File: src/sv/tmtw_pkg.sv
package tmtw_pkg;

  // Defaults for the top-level parameters.
  localparam int COLUMNS_DEF    = 80;
  localparam int ROWS_DEF       = 25;
  localparam int MAX_DIGITS_DEF = 64;

  // Fixed field widths.
  localparam int CHAR_W       = 8;
  localparam int ATTR_W       = 8;
  localparam int CELL_INDEX_W = 11;
  localparam int CELL_DATA_W  = ATTR_W + CHAR_W;
  localparam int VALUE_W      = 64;
  localparam int RADIX_W      = 6;
  localparam int DIGIT_W      = 6;

  // Configuration port.
  localparam int PADDR_W = 3;
  localparam int PDATA_W = 32;
  localparam logic REG_IDX_ATTRIBUTE = 1'b0;
  localparam logic [ATTR_W-1:0] ATTR_RESET = 8'd7;

  // Radix limits.
  localparam logic [RADIX_W-1:0] RADIX_MIN = 6'd2;
  localparam logic [RADIX_W-1:0] RADIX_MAX = 6'd36;

  // Quotient bits resolved per divider cycle.
  localparam int DIV_BITS_PER_CYCLE = 8;

  // Cursor step of a tab.
  localparam int TAB_STEP = 4;

  // Control bytes.
  localparam logic [CHAR_W-1:0] CHAR_BEL = 8'h07;
  localparam logic [CHAR_W-1:0] CHAR_TAB = 8'h09;
  localparam logic [CHAR_W-1:0] CHAR_LF  = 8'h0A;
  localparam logic [CHAR_W-1:0] CHAR_VT  = 8'h0B;
  localparam logic [CHAR_W-1:0] CHAR_CR  = 8'h0D;

  localparam logic [CHAR_W-1:0] CHAR_ZERO    = 8'h30;
  localparam logic [CHAR_W-1:0] CHAR_UPPER_A = 8'h41;
  localparam logic [DIGIT_W-1:0] DIGIT_TEN   = 6'd10;

  typedef enum logic [2:0] {
    S_IDLE,
    S_CHAR,
    S_DIV,
    S_READ,
    S_EMIT,
    S_OUT
  } tmtw_state_e;

  // Divider commands from the sequencer.
  typedef struct packed {
    logic load;   // start on a new dividend and divisor
    logic next;   // start the next digit on the current quotient
  } tmtw_div_ctl_t;

  // What the cursor unit reports for the byte at its input.
  typedef struct packed {
    logic                    wr;
    logic [CELL_INDEX_W-1:0] index;
  } tmtw_cell_t;

  function automatic logic [CHAR_W-1:0] digit_to_byte(input logic [DIGIT_W-1:0] d);
    logic [CHAR_W-1:0] b;
    if (d < DIGIT_TEN) begin
      b = CHAR_ZERO + CHAR_W'(d);
    end else begin
      b = CHAR_UPPER_A + CHAR_W'(d - DIGIT_TEN);
    end
    return b;
  endfunction

endpackage

File: src/sv/tmtw_ram.sv
module tmtw_ram
  import tmtw_pkg::*;
#(
  parameter int WIDTH = DIGIT_W,
  parameter int DEPTH = MAX_DIGITS_DEF,
  localparam int AW = (DEPTH > 1) ? $clog2(DEPTH) : 1
) (
  input  logic             clk_i,
  input  logic             we_i,
  input  logic [AW-1:0]    waddr_i,
  input  logic [WIDTH-1:0] wdata_i,
  input  logic             re_i,
  input  logic [AW-1:0]    raddr_i,
  output logic [WIDTH-1:0] rdata_o
);

  logic [WIDTH-1:0] mem_q [DEPTH];
  logic [WIDTH-1:0] rdata_q;

  always_ff @(posedge clk_i) begin
    if (we_i) begin
      mem_q[waddr_i] <= wdata_i;
    end
    if (re_i) begin
      rdata_q <= mem_q[raddr_i];
    end
  end

  assign rdata_o = rdata_q;

endmodule

File: src/sv/tmtw_divider.sv
module tmtw_divider
  import tmtw_pkg::*;
(
  input  logic                clk_i,
  input  logic                rst_ni,
  input  tmtw_div_ctl_t       ctl_i,
  input  logic [VALUE_W-1:0]  dividend_i,
  input  logic [RADIX_W-1:0]  divisor_i,
  output logic                busy_o,
  output logic [VALUE_W-1:0]  quotient_o,
  output logic [DIGIT_W-1:0]  remainder_o
);

  localparam int STEPS = VALUE_W / DIV_BITS_PER_CYCLE;
  localparam int SW    = (STEPS > 1) ? $clog2(STEPS) : 1;

  logic               run_q;
  logic [SW-1:0]      cnt_q;
  logic [VALUE_W-1:0] work_q, work_d;
  logic [DIGIT_W-1:0] rem_q, rem_d;
  logic [RADIX_W-1:0] div_q;

  // Restoring division, several bits per cycle. The partial remainder stays
  // below the divisor, so it fits in six bits; quotient bits shift in at the
  // bottom of the working register as dividend bits leave at the top.
  always_comb begin
    logic [DIGIT_W:0] r7;
    work_d = work_q;
    rem_d  = rem_q;
    for (int k = 0; k < DIV_BITS_PER_CYCLE; k++) begin
      r7     = {rem_d, work_d[VALUE_W-1]};
      work_d = {work_d[VALUE_W-2:0], 1'b0};
      if (r7 >= {1'b0, div_q}) begin
        r7        = r7 - {1'b0, div_q};
        work_d[0] = 1'b1;
      end
      rem_d = r7[DIGIT_W-1:0];
    end
  end

  always_ff @(posedge clk_i or negedge rst_ni) begin
    if (!rst_ni) begin
      run_q <= 1'b0;
      cnt_q <= '0;
    end else if (ctl_i.load || ctl_i.next) begin
      run_q <= 1'b1;
      cnt_q <= '0;
    end else if (run_q) begin
      cnt_q <= cnt_q + SW'(1);
      if (cnt_q == SW'(STEPS - 1)) begin
        run_q <= 1'b0;
      end
    end
  end

  always_ff @(posedge clk_i) begin
    if (ctl_i.load) begin
      work_q <= dividend_i;
      div_q  <= divisor_i;
      rem_q  <= '0;
    end else if (ctl_i.next) begin
      rem_q <= '0;
    end else if (run_q) begin
      work_q <= work_d;
      rem_q  <= rem_d;
    end
  end

  assign busy_o      = run_q;
  assign quotient_o  = work_q;
  assign remainder_o = rem_q;

endmodule

File: src/sv/tmtw_cursor.sv
module tmtw_cursor
  import tmtw_pkg::*;
#(
  parameter int COLUMNS = COLUMNS_DEF,
  parameter int ROWS    = ROWS_DEF
) (
  input  logic              clk_i,
  input  logic              rst_ni,
  input  logic              step_i,
  input  logic [CHAR_W-1:0] byte_i,
  output tmtw_cell_t        cell_o
);

  localparam int CW = $clog2(COLUMNS);
  localparam int RW = (ROWS > 1) ? $clog2(ROWS) : 1;

  logic [CW-1:0] col_q, col_d;
  logic [RW-1:0] row_q, row_d;
  logic [CW:0]   col_n;
  logic          row_adv;
  logic          wr;
  logic [31:0]   idx_full;

  always_comb begin
    wr      = 1'b0;
    row_adv = 1'b0;
    col_n   = {1'b0, col_q};
    unique case (byte_i)
      CHAR_CR: begin
        col_n = '0;
      end
      CHAR_LF: begin
        col_n   = '0;
        row_adv = 1'b1;
      end
      CHAR_TAB: begin
        col_n = {1'b0, col_q} + (CW+1)'(TAB_STEP);
      end
      CHAR_VT: begin
        row_adv = 1'b1;
      end
      CHAR_BEL: begin
      end
      default: begin
        wr    = 1'b1;
        col_n = {1'b0, col_q} + (CW+1)'(1);
      end
    endcase
    // Running off the right edge starts the next line.
    if (col_n >= (CW+1)'(COLUMNS)) begin
      col_n   = '0;
      row_adv = 1'b1;
    end
    col_d = col_n[CW-1:0];
    row_d = row_q;
    if (row_adv) begin
      row_d = (row_q == RW'(ROWS - 1)) ? '0 : row_q + RW'(1);
    end
  end

  assign idx_full     = 32'(row_q) * 32'(COLUMNS) + 32'(col_q);
  assign cell_o.wr    = wr;
  assign cell_o.index = idx_full[CELL_INDEX_W-1:0];

  always_ff @(posedge clk_i or negedge rst_ni) begin
    if (!rst_ni) begin
      col_q <= '0;
      row_q <= '0;
    end else if (step_i) begin
      col_q <= col_d;
      row_q <= row_d;
    end
  end

endmodule

File: src/sv/text_mode_terminal_writer_top.sv
// Text-mode console cell writer. Each request either carries one character
// byte (mode 0) or an unsigned 64-bit number to print in radix 2 to 36
// (mode 1). Non-control bytes and digits become cell writes on the output
// channel: the cell index is row * COLUMNS + column, and the cell data holds
// the attribute register in the upper byte and the character in the lower
// byte; the last cell write of a request carries last_write. Carriage return,
// line feed, tab, vertical tab and bell at most move the cursor and produce no
// cell write. The block handles one request at a time and drops in_ready_o
// until all of its cell writes have been taken. A number request runs the
// divider, which resolves eight quotient bits per cycle of a 64-bit value,
// once per digit and pushes each remainder onto the digit stack memory;
// then the digits are read back, formatted and handed over. The attribute
// register sits at address 0 of the APB port and resets to 7; write it only
// while the block is idle.
module text_mode_terminal_writer_top
  import tmtw_pkg::*;
#(
  parameter int COLUMNS    = COLUMNS_DEF,
  parameter int ROWS       = ROWS_DEF,
  parameter int MAX_DIGITS = MAX_DIGITS_DEF
) (
  input  logic                    clk_i,
  input  logic                    rst_ni,
  // Configuration port.
  input  logic                    psel,
  input  logic                    penable,
  input  logic                    pwrite,
  input  logic [PADDR_W-1:0]      paddr,
  input  logic [PDATA_W-1:0]      pwdata,
  output logic [PDATA_W-1:0]      prdata,
  output logic                    pready,
  // Request channel.
  input  logic                    in_valid_i,
  output logic                    in_ready_o,
  input  logic                    mode_i,
  input  logic [CHAR_W-1:0]       char_code_i,
  input  logic [VALUE_W-1:0]      number_value_i,
  input  logic [RADIX_W-1:0]      number_radix_i,
  // Cell write channel.
  output logic                    out_valid_o,
  input  logic                    out_ready_i,
  output logic [CELL_INDEX_W-1:0] cell_index_o,
  output logic [CELL_DATA_W-1:0]  cell_data_o,
  output logic                    last_write_o
);

  localparam int AW    = (MAX_DIGITS > 1) ? $clog2(MAX_DIGITS) : 1;
  localparam int CNT_W = $clog2(MAX_DIGITS + 1);

  tmtw_state_e state_q, state_d;

  logic [ATTR_W-1:0] attribute_q;
  logic [CHAR_W-1:0] char_q;
  logic [CNT_W-1:0]  count_q, count_d;
  logic [CNT_W-1:0]  count_dec;

  logic                    out_valid_q;
  logic [CELL_INDEX_W-1:0] cell_index_q;
  logic [CELL_DATA_W-1:0]  cell_data_q;
  logic                    last_q;

  // Sequencer outputs.
  tmtw_div_ctl_t     div_ctl;
  logic              ram_we;
  logic              ram_re;
  logic              cur_step;
  logic [CHAR_W-1:0] cur_byte;
  logic              out_load;
  logic              out_last;

  logic               div_busy;
  logic [VALUE_W-1:0] quotient;
  logic [DIGIT_W-1:0] remainder;
  logic [DIGIT_W-1:0] ram_rdata;
  logic [RADIX_W-1:0] radix_clamped;
  logic               more_digits;
  logic               cfg_write;
  tmtw_cell_t         cur_cell;

  // ---------------------------------------------------------------------
  // Configuration register. Only the word index is decoded; the low
  // address bits select bytes within the word and are ignored.
  // ---------------------------------------------------------------------
  assign pready    = 1'b1;
  assign cfg_write = psel && penable && pwrite && pready;

  always_ff @(posedge clk_i or negedge rst_ni) begin
    if (!rst_ni) begin
      attribute_q <= ATTR_RESET;
    end else if (cfg_write && (paddr[PADDR_W-1] == REG_IDX_ATTRIBUTE)) begin
      attribute_q <= pwdata[ATTR_W-1:0];
    end
  end

  assign prdata = (paddr[PADDR_W-1] == REG_IDX_ATTRIBUTE) ?
                  PDATA_W'(attribute_q) : '0;

  // ---------------------------------------------------------------------
  // Divider, digit stack and the cursor unit that both modes share.
  // ---------------------------------------------------------------------
  always_comb begin
    radix_clamped = number_radix_i;
    if (number_radix_i < RADIX_MIN) begin
      radix_clamped = RADIX_MIN;
    end else if (number_radix_i > RADIX_MAX) begin
      radix_clamped = RADIX_MAX;
    end
  end

  tmtw_divider u_divider (
    .clk_i       (clk_i),
    .rst_ni      (rst_ni),
    .ctl_i       (div_ctl),
    .dividend_i  (number_value_i),
    .divisor_i   (radix_clamped),
    .busy_o      (div_busy),
    .quotient_o  (quotient),
    .remainder_o (remainder)
  );

  assign count_dec = count_q - CNT_W'(1);

  tmtw_ram #(
    .WIDTH (DIGIT_W),
    .DEPTH (MAX_DIGITS)
  ) u_digit_stack (
    .clk_i   (clk_i),
    .we_i    (ram_we),
    .waddr_i (count_q[AW-1:0]),
    .wdata_i (remainder),
    .re_i    (ram_re),
    .raddr_i (count_dec[AW-1:0]),
    .rdata_o (ram_rdata)
  );

  tmtw_cursor #(
    .COLUMNS (COLUMNS),
    .ROWS    (ROWS)
  ) u_cursor (
    .clk_i  (clk_i),
    .rst_ni (rst_ni),
    .step_i (cur_step),
    .byte_i (cur_byte),
    .cell_o (cur_cell)
  );

  // Another digit follows while the quotient is nonzero and the stack still
  // has room after the digit being pushed now.
  assign more_digits = (quotient != '0) && (count_q != CNT_W'(MAX_DIGITS - 1));

  // ---------------------------------------------------------------------
  // Sequencer: next state.
  // ---------------------------------------------------------------------
  always_comb begin
    state_d = state_q;
    unique case (state_q)
      S_IDLE: begin
        if (in_valid_i) begin
          state_d = mode_i ? S_DIV : S_CHAR;
        end
      end
      S_CHAR: begin
        state_d = cur_cell.wr ? S_OUT : S_IDLE;
      end
      S_DIV: begin
        if (!div_busy) begin
          state_d = more_digits ? S_DIV : S_READ;
        end
      end
      S_READ: begin
        state_d = S_EMIT;
      end
      S_EMIT: begin
        state_d = S_OUT;
      end
      S_OUT: begin
        if (out_ready_i) begin
          state_d = last_q ? S_IDLE : S_READ;
        end
      end
      default: begin
        state_d = S_IDLE;
      end
    endcase
  end

  // ---------------------------------------------------------------------
  // Sequencer: outputs.
  // ---------------------------------------------------------------------
  always_comb begin
    div_ctl  = '0;
    ram_we   = 1'b0;
    ram_re   = 1'b0;
    cur_step = 1'b0;
    cur_byte = char_q;
    out_load = 1'b0;
    out_last = 1'b0;
    count_d  = count_q;
    unique case (state_q)
      S_IDLE: begin
        if (in_valid_i && mode_i) begin
          div_ctl.load = 1'b1;
          count_d      = '0;
        end
      end
      S_CHAR: begin
        // A control byte at most moves the cursor.
        cur_step = 1'b1;
        out_load = cur_cell.wr;
        out_last = 1'b1;
      end
      S_DIV: begin
        if (!div_busy) begin
          ram_we       = 1'b1;
          count_d      = count_q + CNT_W'(1);
          div_ctl.next = more_digits;
        end
      end
      S_READ: begin
        // Digits come off the stack most significant first.
        ram_re  = 1'b1;
        count_d = count_dec;
      end
      S_EMIT: begin
        cur_step = 1'b1;
        cur_byte = digit_to_byte(ram_rdata);
        out_load = 1'b1;
        out_last = (count_q == '0);
      end
      S_OUT: begin
      end
      default: begin
      end
    endcase
  end

  always_ff @(posedge clk_i or negedge rst_ni) begin
    if (!rst_ni) begin
      state_q     <= S_IDLE;
      count_q     <= '0;
      out_valid_q <= 1'b0;
      last_q      <= 1'b0;
    end else begin
      state_q <= state_d;
      count_q <= count_d;
      if (out_load) begin
        out_valid_q <= 1'b1;
        last_q      <= out_last;
      end else if (out_ready_i) begin
        out_valid_q <= 1'b0;
      end
    end
  end

  always_ff @(posedge clk_i) begin
    if (state_q == S_IDLE) begin
      char_q <= char_code_i;
    end
    if (out_load) begin
      cell_index_q <= cur_cell.index;
      cell_data_q  <= {attribute_q, cur_byte};
    end
  end

  assign in_ready_o   = (state_q == S_IDLE);
  assign out_valid_o  = out_valid_q;
  assign cell_index_o = cell_index_q;
  assign cell_data_o  = cell_data_q;
  assign last_write_o = last_q;

endmodule

File: config.mk
export PLATFORM = sky130hd
export DESIGN_NAME = text_mode_terminal_writer_top
export DESIGN_NICKNAME = d
export VERILOG_FILES = /design/src/sv/tmtw_pkg.sv /design/src/sv/tmtw_ram.sv /design/src/sv/tmtw_divider.sv /design/src/sv/tmtw_cursor.sv /design/src/sv/text_mode_terminal_writer_top.sv
export SDC_FILE = /design/constraint.sdc
export NUM_CORES = 1
export LEC_CHECK = 0
export BUFFER_PORTS_ARGS = -buffer_cell sky130_fd_sc_hd__buf_2
export CAP_MARGIN = 0
export CORE_MARGIN = 2
export CORE_UTILIZATION = 56
export CTS_CLUSTER_DIAMETER = 120
export DETAILED_ROUTE_END_ITERATION = 16
export GPL_TIMING_DRIVEN = 0
export PLACE_DENSITY_LB_ADDON = 0.2
export SLEW_MARGIN = 20
export SYNTH_ARGS = -nofsm -noshare
export SYNTH_HDL_FRONTEND = slang
export SYNTH_SLANG_ARGS = --single-unit
File: constraint.sdc
create_clock -name clk_i -period 37.7 [get_ports clk_i]
set_input_delay 1.885 -clock clk_i [delete_from_list [all_inputs] [get_ports clk_i]]
set_output_delay 1.885 -clock clk_i [all_outputs]
set_load 0.02 [all_outputs]
* Yosys cells after proc, flatten, opt, wreduce, memory -nomap -nowiden
Memory sizes are Yosys's and may differ from the RTL's. A register that Yosys moved wholly into a read port is not among the register bits.
Cells that the tools add are included.
** Operators by class
- Add/sub/neg operators :: 18
- Multiply operators :: 1
- Magnitude comparators :: 12
- Equal/unequal tests :: 18
- Muxes and demuxes :: 59
- Bitwise logic cells :: 1
- Reductions and logical operators :: 24
** Operator list (count)
- 2-to-1 mux 64 bit :: 3
- nonzero test 64 bit :: 1
- >= comparator 7 x 6 -> 1 bit :: 8
- 2-to-1 mux 6 bit :: 9
- subtractor 6 bit :: 8
- == test 8 x 4 -> 1 bit, second input constant :: 4
- 2-to-1 mux 1 bit :: 27
- 2-to-1 mux 8 bit :: 3
- case mux 8 bit (3 select lines) :: 1
- 2-to-1 mux 7 bit :: 3
- case mux 7 bit (3 select lines) :: 1
- 2-to-1 mux 3 bit :: 6
- case mux 3 bit (6 select lines) :: 1
- OR reduction 2 bit :: 6
- adder 11 x 7 -> 11 bit :: 1
- == test 3 bit, second input constant :: 3
- adder 7 x 1 -> 8 bit, second input constant :: 1
- adder 7 x 3 -> 8 bit, second input constant :: 1
- adder 7 x 8 -> 8 bit, first input constant :: 1
- == test 8 x 3 -> 1 bit, second input constant :: 1
- >= comparator 8 x 7 -> 1 bit, second input constant :: 1
- adder 6 x 6 -> 7 bit, first input constant :: 1
- adder 7 x 1 -> 7 bit, second input constant :: 1
- logical NOT 7 bit :: 1
- 26 further kinds :: 40
** Word-level totals
- Flip-flop bits (word level) :: 147
- Memory bits (writable) :: 384
- Input bits :: 121
- Output and inout port bits :: 63
- Memories kept :: 1
** Memory list
- u_digit_stack.mem_q :: depth 64, width 6, rd ports 1, clocked after Yosys merged registers in 1, wr ports 1, line tmtw_ram.sv:17 : logic [WIDTH-1:0] mem_q [DEPTH];

* Depth between registers and ports, before layout
Gate-level depths: netlist of the first run.
- Word-level depth :: 19
- Gate-level depth with buffers :: 78

* Modules after synthesis
Synthesis of the first run repeated with hierarchy kept, for this count alone.
** Second synthesis, totals
- Cell total of the unflattened synthesis :: 1686
- Area total of the unflattened synthesis :: 25658.4 µm²
** By module, submodules not included
- tmtw_ram :: instances 1, cells each 720, area each 15285.9 µm²
- tmtw_divider :: instances 1, cells each 514, area each 5863.1 µm²
- text_mode_terminal_writer_top :: instances 1, cells each 292, area each 3104.2 µm²
- tmtw_cursor :: instances 1, cells each 160, area each 1405.1 µm²

* Worst setup path before layout of the first run
Ideal clock, no wire load.
- Path kind :: register to register
- Start point :: reg u_divider.rem_q[3], in the netlist u_divider.remainder_o[3]
- End point :: reg u_divider.rem_q[3], in the netlist u_divider.remainder_o[3]
- Library setup time :: 63 ps
- Data arrival time :: 16016 ps
- Data required time :: 37637 ps
- Path slack :: 21621 ps
- Stages on the path, launching flop included :: 74
- Buffers on the path :: 1
- Path through :: dfxtp_1 -> ha_1 -> a21o_1 -> a211oi_2 -> o21ai_2 -> mux2_2 -> ha_1 -> a21o_1 -> a21oi_1 -> o21ai_0 -> a221oi_4 -> nand2_1 -> nand2_1 -> a21boi_0 -> ha_1 -> nor2b_1 -> o31a_1 -> o22ai_1 -> (+38 left out) -> nand2b_1 -> a21o_1 -> a21o_1 -> a211oi_1 -> a21boi_1 -> inv_1 -> o21ai_0 -> o21a_1 -> ha_1 -> a21o_1 -> a21o_1 -> a21o_1 -> a21oi_1 -> o21ai_0 -> a21o_1 -> or3_1 -> nor3_1 -> a221o_1
** Between the ends
- Word-level cells in the longest chain between the ends :: 16
** RTL lines
- start, declared :: line tmtw_divider.sv:20 : logic [DIGIT_W-1:0] rem_q, rem_d;
- start signal, assigned :: line tmtw_divider.sv:65 : rem_q <= rem_d;
- subtractor 6 bit or >= comparator 7 x 6 -> 1 bit (tied branches) :: line tmtw_divider.sv:34, tmtw_divider.sv:33
- 2-to-1 mux 6 bit (*) :: line tmtw_divider.sv:33 : if (r7 >= {1'b0, div_q}) begin
- subtractor 6 bit or >= comparator 7 x 6 -> 1 bit (tied branches) :: line tmtw_divider.sv:34, tmtw_divider.sv:33
- 2-to-1 mux 6 bit (*) :: line tmtw_divider.sv:33
- >= comparator 7 x 6 -> 1 bit or subtractor 6 bit (tied branches) :: line tmtw_divider.sv:33, tmtw_divider.sv:34
- 2-to-1 mux 6 bit (*) :: line tmtw_divider.sv:33
- subtractor 6 bit or >= comparator 7 x 6 -> 1 bit (tied branches) :: line tmtw_divider.sv:34, tmtw_divider.sv:33
- 2-to-1 mux 6 bit (*) :: line tmtw_divider.sv:33
- subtractor 6 bit or >= comparator 7 x 6 -> 1 bit (tied branches) :: line tmtw_divider.sv:34, tmtw_divider.sv:33
- 2-to-1 mux 6 bit (*) :: line tmtw_divider.sv:33
- subtractor 6 bit or >= comparator 7 x 6 -> 1 bit (tied branches) :: line tmtw_divider.sv:34, tmtw_divider.sv:33
- 2-to-1 mux 6 bit (*) :: line tmtw_divider.sv:33
- >= comparator 7 x 6 -> 1 bit or subtractor 6 bit (tied branches) :: line tmtw_divider.sv:33, tmtw_divider.sv:34
- 2-to-1 mux 6 bit (*) :: line tmtw_divider.sv:33
- subtractor 6 bit or >= comparator 7 x 6 -> 1 bit (tied branches) :: line tmtw_divider.sv:34, tmtw_divider.sv:33
- 2-to-1 mux 6 bit (*) :: line tmtw_divider.sv:33
Every way passes the cells marked *; elsewhere a longest branch is shown, timed or not.
A chain may end at the register's enable or synchronous reset.

* Final worst setup path of the first run
- Start point :: reg u_divider.div_q[1]
- End point :: reg u_divider.rem_q[5], in the netlist u_divider.remainder_o[5]
** Between the ends
- Word-level cells in the longest chain between the ends :: 16
** RTL lines
- start, declared :: line tmtw_divider.sv:21 : logic [RADIX_W-1:0] div_q;
- start signal, assigned :: line tmtw_divider.sv:59 : div_q <= divisor_i;
- subtractor 6 bit or >= comparator 7 x 6 -> 1 bit (tied branches) :: line tmtw_divider.sv:34, tmtw_divider.sv:33
- 2-to-1 mux 6 bit :: line tmtw_divider.sv:33
- subtractor 6 bit or >= comparator 7 x 6 -> 1 bit (tied branches) :: line tmtw_divider.sv:34, tmtw_divider.sv:33
- 2-to-1 mux 6 bit :: line tmtw_divider.sv:33
- subtractor 6 bit or >= comparator 7 x 6 -> 1 bit (tied branches) :: line tmtw_divider.sv:34, tmtw_divider.sv:33
- 2-to-1 mux 6 bit :: line tmtw_divider.sv:33
- subtractor 6 bit or >= comparator 7 x 6 -> 1 bit (tied branches) :: line tmtw_divider.sv:34, tmtw_divider.sv:33
- 2-to-1 mux 6 bit :: line tmtw_divider.sv:33
- subtractor 6 bit or >= comparator 7 x 6 -> 1 bit (tied branches) :: line tmtw_divider.sv:34, tmtw_divider.sv:33
- 2-to-1 mux 6 bit :: line tmtw_divider.sv:33
- >= comparator 7 x 6 -> 1 bit or subtractor 6 bit (tied branches) :: line tmtw_divider.sv:33, tmtw_divider.sv:34
- 2-to-1 mux 6 bit :: line tmtw_divider.sv:33
- subtractor 6 bit or >= comparator 7 x 6 -> 1 bit (tied branches) :: line tmtw_divider.sv:34, tmtw_divider.sv:33
- 2-to-1 mux 6 bit :: line tmtw_divider.sv:33
- subtractor 6 bit or >= comparator 7 x 6 -> 1 bit (tied branches) :: line tmtw_divider.sv:34, tmtw_divider.sv:33
- 2-to-1 mux 6 bit (*) :: line tmtw_divider.sv:33
Marked as above.

==> results of run 1 <==
-- worst max-delay path: cells and delay by family, from the launching register on --
family / cells / cell delay, ps
flip-flops: 1 / 740
adder cells (fa/ha/maj): 8 / 2410
AO/OA/AOI/OAI: 38 / 9020
buffers and inverters: 5 / 1040
multiplexers: 4 / 1660
AND/OR/NAND/NOR: 19 / 3950
-- Yosys cell counts, drive strengths merged, types with 27 or more instances --
master,number
edfxtp,495
nand2,237
mux4,126
nor2,113
ha,71
o21ai,65
inv,60
a21oi,48
buf,48
clkbuf,46
dfrtp,33
nand3,29
nor2b,27
nor3,27
-- cells by family after synthesis --
logic type               after synthesis  synth area share [%]
AO/OA/AOI/OAI                        256                  7.14
XOR/XNOR                              36                  1.23
adder cells (fa/ha/maj)               82                  4.29
buffers and inverters                154                  2.67
flip-flops                           537                  62.0
multiplexers                         161                  12.5
other                                  2                0.0293
AND/OR/NAND/NOR                      543                  10.1
-- final cells by class --
| cell class | instances | share of cell area (%) |
|---|---|---|
| buffer | 94 | 1.59 |
| sequential | 537 | 54.9 |
| inverter | 60 | 0.778 |
| timing repair buffer | 138 | 2.71 |
| clock buffer | 60 | 4.67 |
| multi-input combinational | 1103 | 31.7 |
| clock inverter | 40 | 1.03 |
| tap | 600 | 2.59 |
-- cells in the final DEF, fill, tap and decap left out, types with 28 or more instances in the layout --
cell type / n
nor2_1: 112
mux4_2: 126
clkbuf_16: 53
buf_2: 135
inv_1: 59
o21ai_0: 60
edfxtp_1: 495
dfrtp_1: 33
a21oi_1: 46
clkbuf_1: 53
buf_4: 28
ha_1: 71
nand2_1: 235
-- per-stage QoR --
stage / hold WS (ps) / setup slack, ps / util [%]
2_1_floorplan: 433 / 21620 / -
4_1_cts: 464 / 18970 / 63.9
3_5_place_dp: 449 / 19070 / 60.3
6_report: 464 / 18750 / 63.9
3_3_place_gp: 439 / 18450 / 59.9
5_1_grt: 466 / 17210 / 63.9
-- sequential cells by signal (all words and copies together) (netlist names), 6 cells and up --
register               flops
cell_index_o              11
u_divider.div_q            6
u_cursor.col_q             7
u_digit_stack.mem_q      384
char_q                     8
u_digit_stack.rdata_o      6
u_divider.quotient_o      64
u_divider.remainder_o      6
cell_data_o               16
count_q                    7
attribute_q                8
-- worst max-delay path by stage --
stage                                           from                               endpoint  slack (ps)  cells after the start
2_1_floorplan  u_divider.remainder_o[3]$_SDFFE_PP0P_  u_divider.remainder_o[3]$_SDFFE_PP0P_       21620                     73
3_3_place_gp   u_divider.remainder_o[1]$_SDFFE_PP0P_  u_divider.remainder_o[2]$_SDFFE_PP0P_       18450                     73
3_5_place_dp        u_divider.div_q[1]$_SDFFCE_PP1P_  u_divider.remainder_o[5]$_SDFFE_PP0P_       19070                     74
4_1_cts             u_divider.div_q[1]$_SDFFCE_PP1P_  u_divider.remainder_o[5]$_SDFFE_PP0P_       18970                     74
5_1_grt             u_divider.div_q[1]$_SDFFCE_PP1P_  u_divider.remainder_o[3]$_SDFFE_PP0P_       17210                     75
6_report            u_divider.div_q[1]$_SDFFCE_PP1P_  u_divider.remainder_o[5]$_SDFFE_PP0P_       18750                     74
-- routing by layer --
layer,track usage (%),share of wire [%]
met1,35.1,42
met5,0,0
met2,41.4,49
met3,3.97,6.6
met4,6.98,2.4
==> out/metrics.csv, run 1 <==
metric,value,unit
Initial Util,56.6,%
"Seq/Total Area, Yosys",62.0,%
Worst Hold Depth,0,
synthesized area per cell,14.5,µm²
drt via density,6.01,
"Distinct cells, synth",101,
clk sinks,537,
number of global-route vias before repair,15647,
RSZ-0062 raised after global routing,false,
via count,15823,
Yosys top cell by area,edfxtp_1,
antenna-violating nets left,0,
HP Class,reg2reg,
Final Skew,21.0,ps
Slew HR,29.6,%
ys async rst share,6.70,%
wire per inst,22.3,µm
top cell type's share of synthesized area,58.0,%
"Net count, final",2189,
main flop type after synthesis,edfxtp_1,
Synth Cell Area,0.0256,mm²
first-pass GRT wire length,90.7,mm
# diodes,0,
Max clock buf depth,3,
CP max stage delay,740,ps
Reg2Reg Depth,74,
worst-path fanout max,10,
Tcrit/Tclk final,50.3,%
die width,218,µm
warnings from Yosys,0,
worst r2r src,u_divider.div_q[1]$_SDFFCE_PP1P_,
Hold Path Sink,cell_data_o[15]$_DFFE_PP_,
setup TNS,0,ps
number of antenna violations at the first check in global routing,1,
share of layout cells above drive strength 1,22.3,%
reg2reg end,u_divider.remainder_o[5]$_SDFFE_PP0P_,
DP Wirelength,40.7,mm
largest net degree at the start of global routing,68,
FF+latch area,0.0159,mm²
Crit path arrival time,19480,ps
Area contributors post-synth,"edfxtp_1, mux4_2, ha_1",
cts hold-fix bufs,0,
crit start category,flip-flop,
R2R setup slack,18750,ps
CTS H-tree lvls,2,
Post-CTS Setup Bufs,0,
Setup CP Type,reg2reg,
# rows,78,
crit path time final,18950,ps
# resized after CTS,0,
MaxCap Viol Count,0,
hold path start,attribute_q[7]$_DFFE_PN0P_,
GRT Total Usage,25.1,%
CTS tree,done,
Worst Tran Pin Value,1060,ps
"EDFF count, synth",495,
Residual DRC,0,
Post-Place Cells,2532,
"Design Area, Final",0.0290,mm²
fill count,3326,
Clock transition at path regs,70,ps
"FF+latch count, synth",537,
TritonRoute pass-1 iters,5,
Setup-failing EPs final,0,
core area,0.0453,mm²
Slew Limit Fails,0,
Multi-input gate area,0.00918,mm²
# IOs,184,
crit path capture type,flip-flop,
root buf cell,clkbuf_16,
initial drt markers,1498,
post-synthesis cell count,1771,
area grow syn2layout,13.0,%
final WL,58.8,mm
fin cells,2632,
Max Clock Freq,0.0528,GHz
placed cell areas,0.0273,mm²
GRT overflow,0,
CTS Buf Count,53,
chip height,218,µm
Port Buffers,132,
full die area,0.0475,mm²
"Slowest-stage cell, CP",edfxtp_1,
worst path required time,38230,ps
hold violation total from the final report,0,
clk_lat worst skew,620,ps
RD Place Congestion,0.884,
outcome,"complete, no violations",
Power of run 1 is not shown: default switching activity piles up to over one toggle a cycle in this logic, so the estimate is an artifact.
==> inputs of run 2 (changes only) <==
--- a/config.mk
+++ b/config.mk
@@ -8,7 +8,7 @@
 export BUFFER_PORTS_ARGS = -buffer_cell sky130_fd_sc_hd__buf_2
 export CAP_MARGIN = 0
 export CORE_MARGIN = 2
-export CORE_UTILIZATION = 56
+export CORE_UTILIZATION = 55
 export CTS_CLUSTER_DIAMETER = 120
 export DETAILED_ROUTE_END_ITERATION = 16
 export GPL_TIMING_DRIVEN = 0
==> constraint.sdc (replaced) <==
create_clock -name clk_i -period 16.95 [get_ports clk_i]
set_input_delay 0.8475 -clock clk_i [delete_from_list [all_inputs] [get_ports clk_i]]
set_output_delay 0.8475 -clock clk_i [all_outputs]
set_load 0.02 [all_outputs]
==> run 2 against run 1 <==
Compared with the run above:
- via count up 2.3%
- non-clock buffer count increased by 37
- clock skew down 3.4 ps
- cell count up 1.6%
- global-route usage increased by 0.10 points
- utilization about the same
- count of clock-buffer cells in the layout up 9
- hold slack got worse by 110 ps
- first-iteration DRC count increased by 6.5%
- cell area increased by 2.1%
- setup slack got worse by 18000 ps
- critical path type unchanged
==> out/metrics.csv, run 2 (same netlist as run 1, synthesis figures left out) <==
metric,value,unit
TritonRoute pass-1 iters,5,
outcome,"complete, no violations",
hold violation total from the final report,0,
CP max stage delay,430,ps
core area,0.0463,mm²
cts hold-fix bufs,0,
max reg flops,384,
"most common cell after layout, fill and taps aside",edfxtp_1,
RD Place Congestion,0.889,
most frequent cells in the layout,"edfxtp_1, nand2_1, buf_2, mux4_2, nor2_1",
antenna-violating nets left,0,
# rows,79,
CTS tree,done,
Setup CP Type,reg2reg,
number of antenna violations at the first check in global routing,2,
Setup-failing EPs final,0,
CP startpoint,u_divider.div_q[4]$_SDFFCE_PP0P_,
Reg2Reg Depth,76,
via count,16187,
# diodes,0,
most frequent CP cell,a21o_1,
GRT overflow,0,
root buf cell,clkbuf_16,
Multi-input gate area,0.00939,mm²
fill count,3403,
chip height,220,µm
Initial Util,55.4,%
drt via density,6.05,
wire per inst,22.9,µm
worst r2r src,u_divider.div_q[4]$_SDFFCE_PP0P_,
GRT Total Usage,25.3,%
Max clock buf depth,3,
MaxCap Viol Count,0,
Critical Path Stages,76,
die width,220,µm
first-pass GRT wire length,91.1,mm
Top reg by flops,u_digit_stack.mem_q,
CTS Buf Count,53,
Port Buffers,132,
# IOs,184,
area grow syn2layout,15.4,%
worst path required time,17500,ps
crit path capture type,flip-flop,
Worst Tran Pin Value,1040,ps
Slew Limit Fails,0,
initial drt markers,1596,
R2R setup slack,690,ps
number of global-route vias before repair,15622,
CTS H-tree lvls,2,
CP bufs+invs,7,
family with the most delay on the worst path,compound AO/OA/AOI/OAI gates,
reg2reg end,u_divider.remainder_o[2]$_SDFFE_PP0P_,
"Design Area, Final",0.0296,mm²
crit start category,flip-flop,
crit path to,u_divider.remainder_o[2]$_SDFFE_PP0P_,
full die area,0.0483,mm²
Max Clock Freq,0.0615,GHz
FF+latch area,0.0159,mm²
Final Skew,17.6,ps
clk sinks,537,
clk_lat worst skew,630,ps
worst-path fanout max,10,
DP Wirelength,40.3,mm
final WL,61.2,mm
Residual DRC,0,
Slew HR,30.8,%
Crit path arrival time,16810,ps
share of layout cells above drive strength 1,25.0,%
"Slowest-stage cell, CP",or3_4,
crit path time final,16260,ps
HP Class,in2async,
Clock transition at path regs,60,ps
"Net count, final",2226,
Tcrit/Tclk final,95.9,%
largest net degree at the start of global routing,49,
placed cell areas,0.0273,mm²
[run 2: changes by cell type in the layout (fill, tap and decap cells not counted), moves of 4 or more]
cell	previous run	this run
clkbuf_1	53	60
mux2i_1	15	10
ha_1	71	66
o21ai_0	60	55
clkinv_2	13	7
buf_12	3	7
inv_1	59	53
nor3_4	0	4
buf_4	28	58
[run 2: final cells by class]
class,count,area share (%)
Inverter,60,0.825
Tap cell,607,2.57
Sequential cell,537,53.8
Clock buffer,69,4.72
Buffer,94,1.58
Clock inverter,29,0.876
Multi-Input combinational cell,1103,31.8
Timing Repair Buffer,175,3.84
[run 2: what timing repair did]
action,in CTS,in global routing
pin swaps,2,12
gates resized for setup,21,39
setup buffers,19,19
endpoints found under the setup margin,7,7
[run 2: how the worst min path moves through the flow]
stage,startpoint,endpoint,slack (ps),cells after the start
floorplan,attribute_q[3]$_DFFE_PN0P_,cell_data_o[11]$_DFFE_PP_,430,0
global placement,attribute_q[7]$_DFFE_PN0P_,cell_data_o[15]$_DFFE_PP_,440,0
detailed placement,attribute_q[4]$_DFFE_PN0P_,cell_data_o[12]$_DFFE_PP_,450,0
CTS,rst_ni,attribute_q[5]$_DFFE_PN0P_,360,1
global route,char_code_i[1],char_q[1]$_DFFE_PP_,400,1
finish,rst_ni,attribute_q[3]$_DFFE_PN0P_,350,1
[run 2: metrics by stage]
stage               std cells  hold WS [ps]  setup TNS [ps]  utilization [%]  setup WS [ps]
finish                   2674           354               0             63.9            694
global route             2674           396            -690             63.9           -149
CTS                      2655           362               0             63.2           74.8
detailed placement       2538           454          -11080             59.0          -1660
global placement         2533           442          -15880             58.6          -2340
floorplan                1794           433               0                -            871
[run 2: worst register-to-register path, delay by kind of cell (launching register included)]
family          cells  cell delay (ps)
compound gates     37             7670
fa+ha+maj           8             2120
buf+inv             7              870
flops               1              420
mux                 5             1770
simple gates       19             3390
[run 2: metal layers]
| metal | share of wire [%] | GRT usage [%] |
|---|---|---|
| met1 | 40 | 34.8 |
| met2 | 48 | 41.0 |
| met3 | 7.8 | 4.51 |
| met4 | 3.4 | 8.52 |
| met5 | 0.021 | 0 |
Power of run 2 is left out for the same reason.
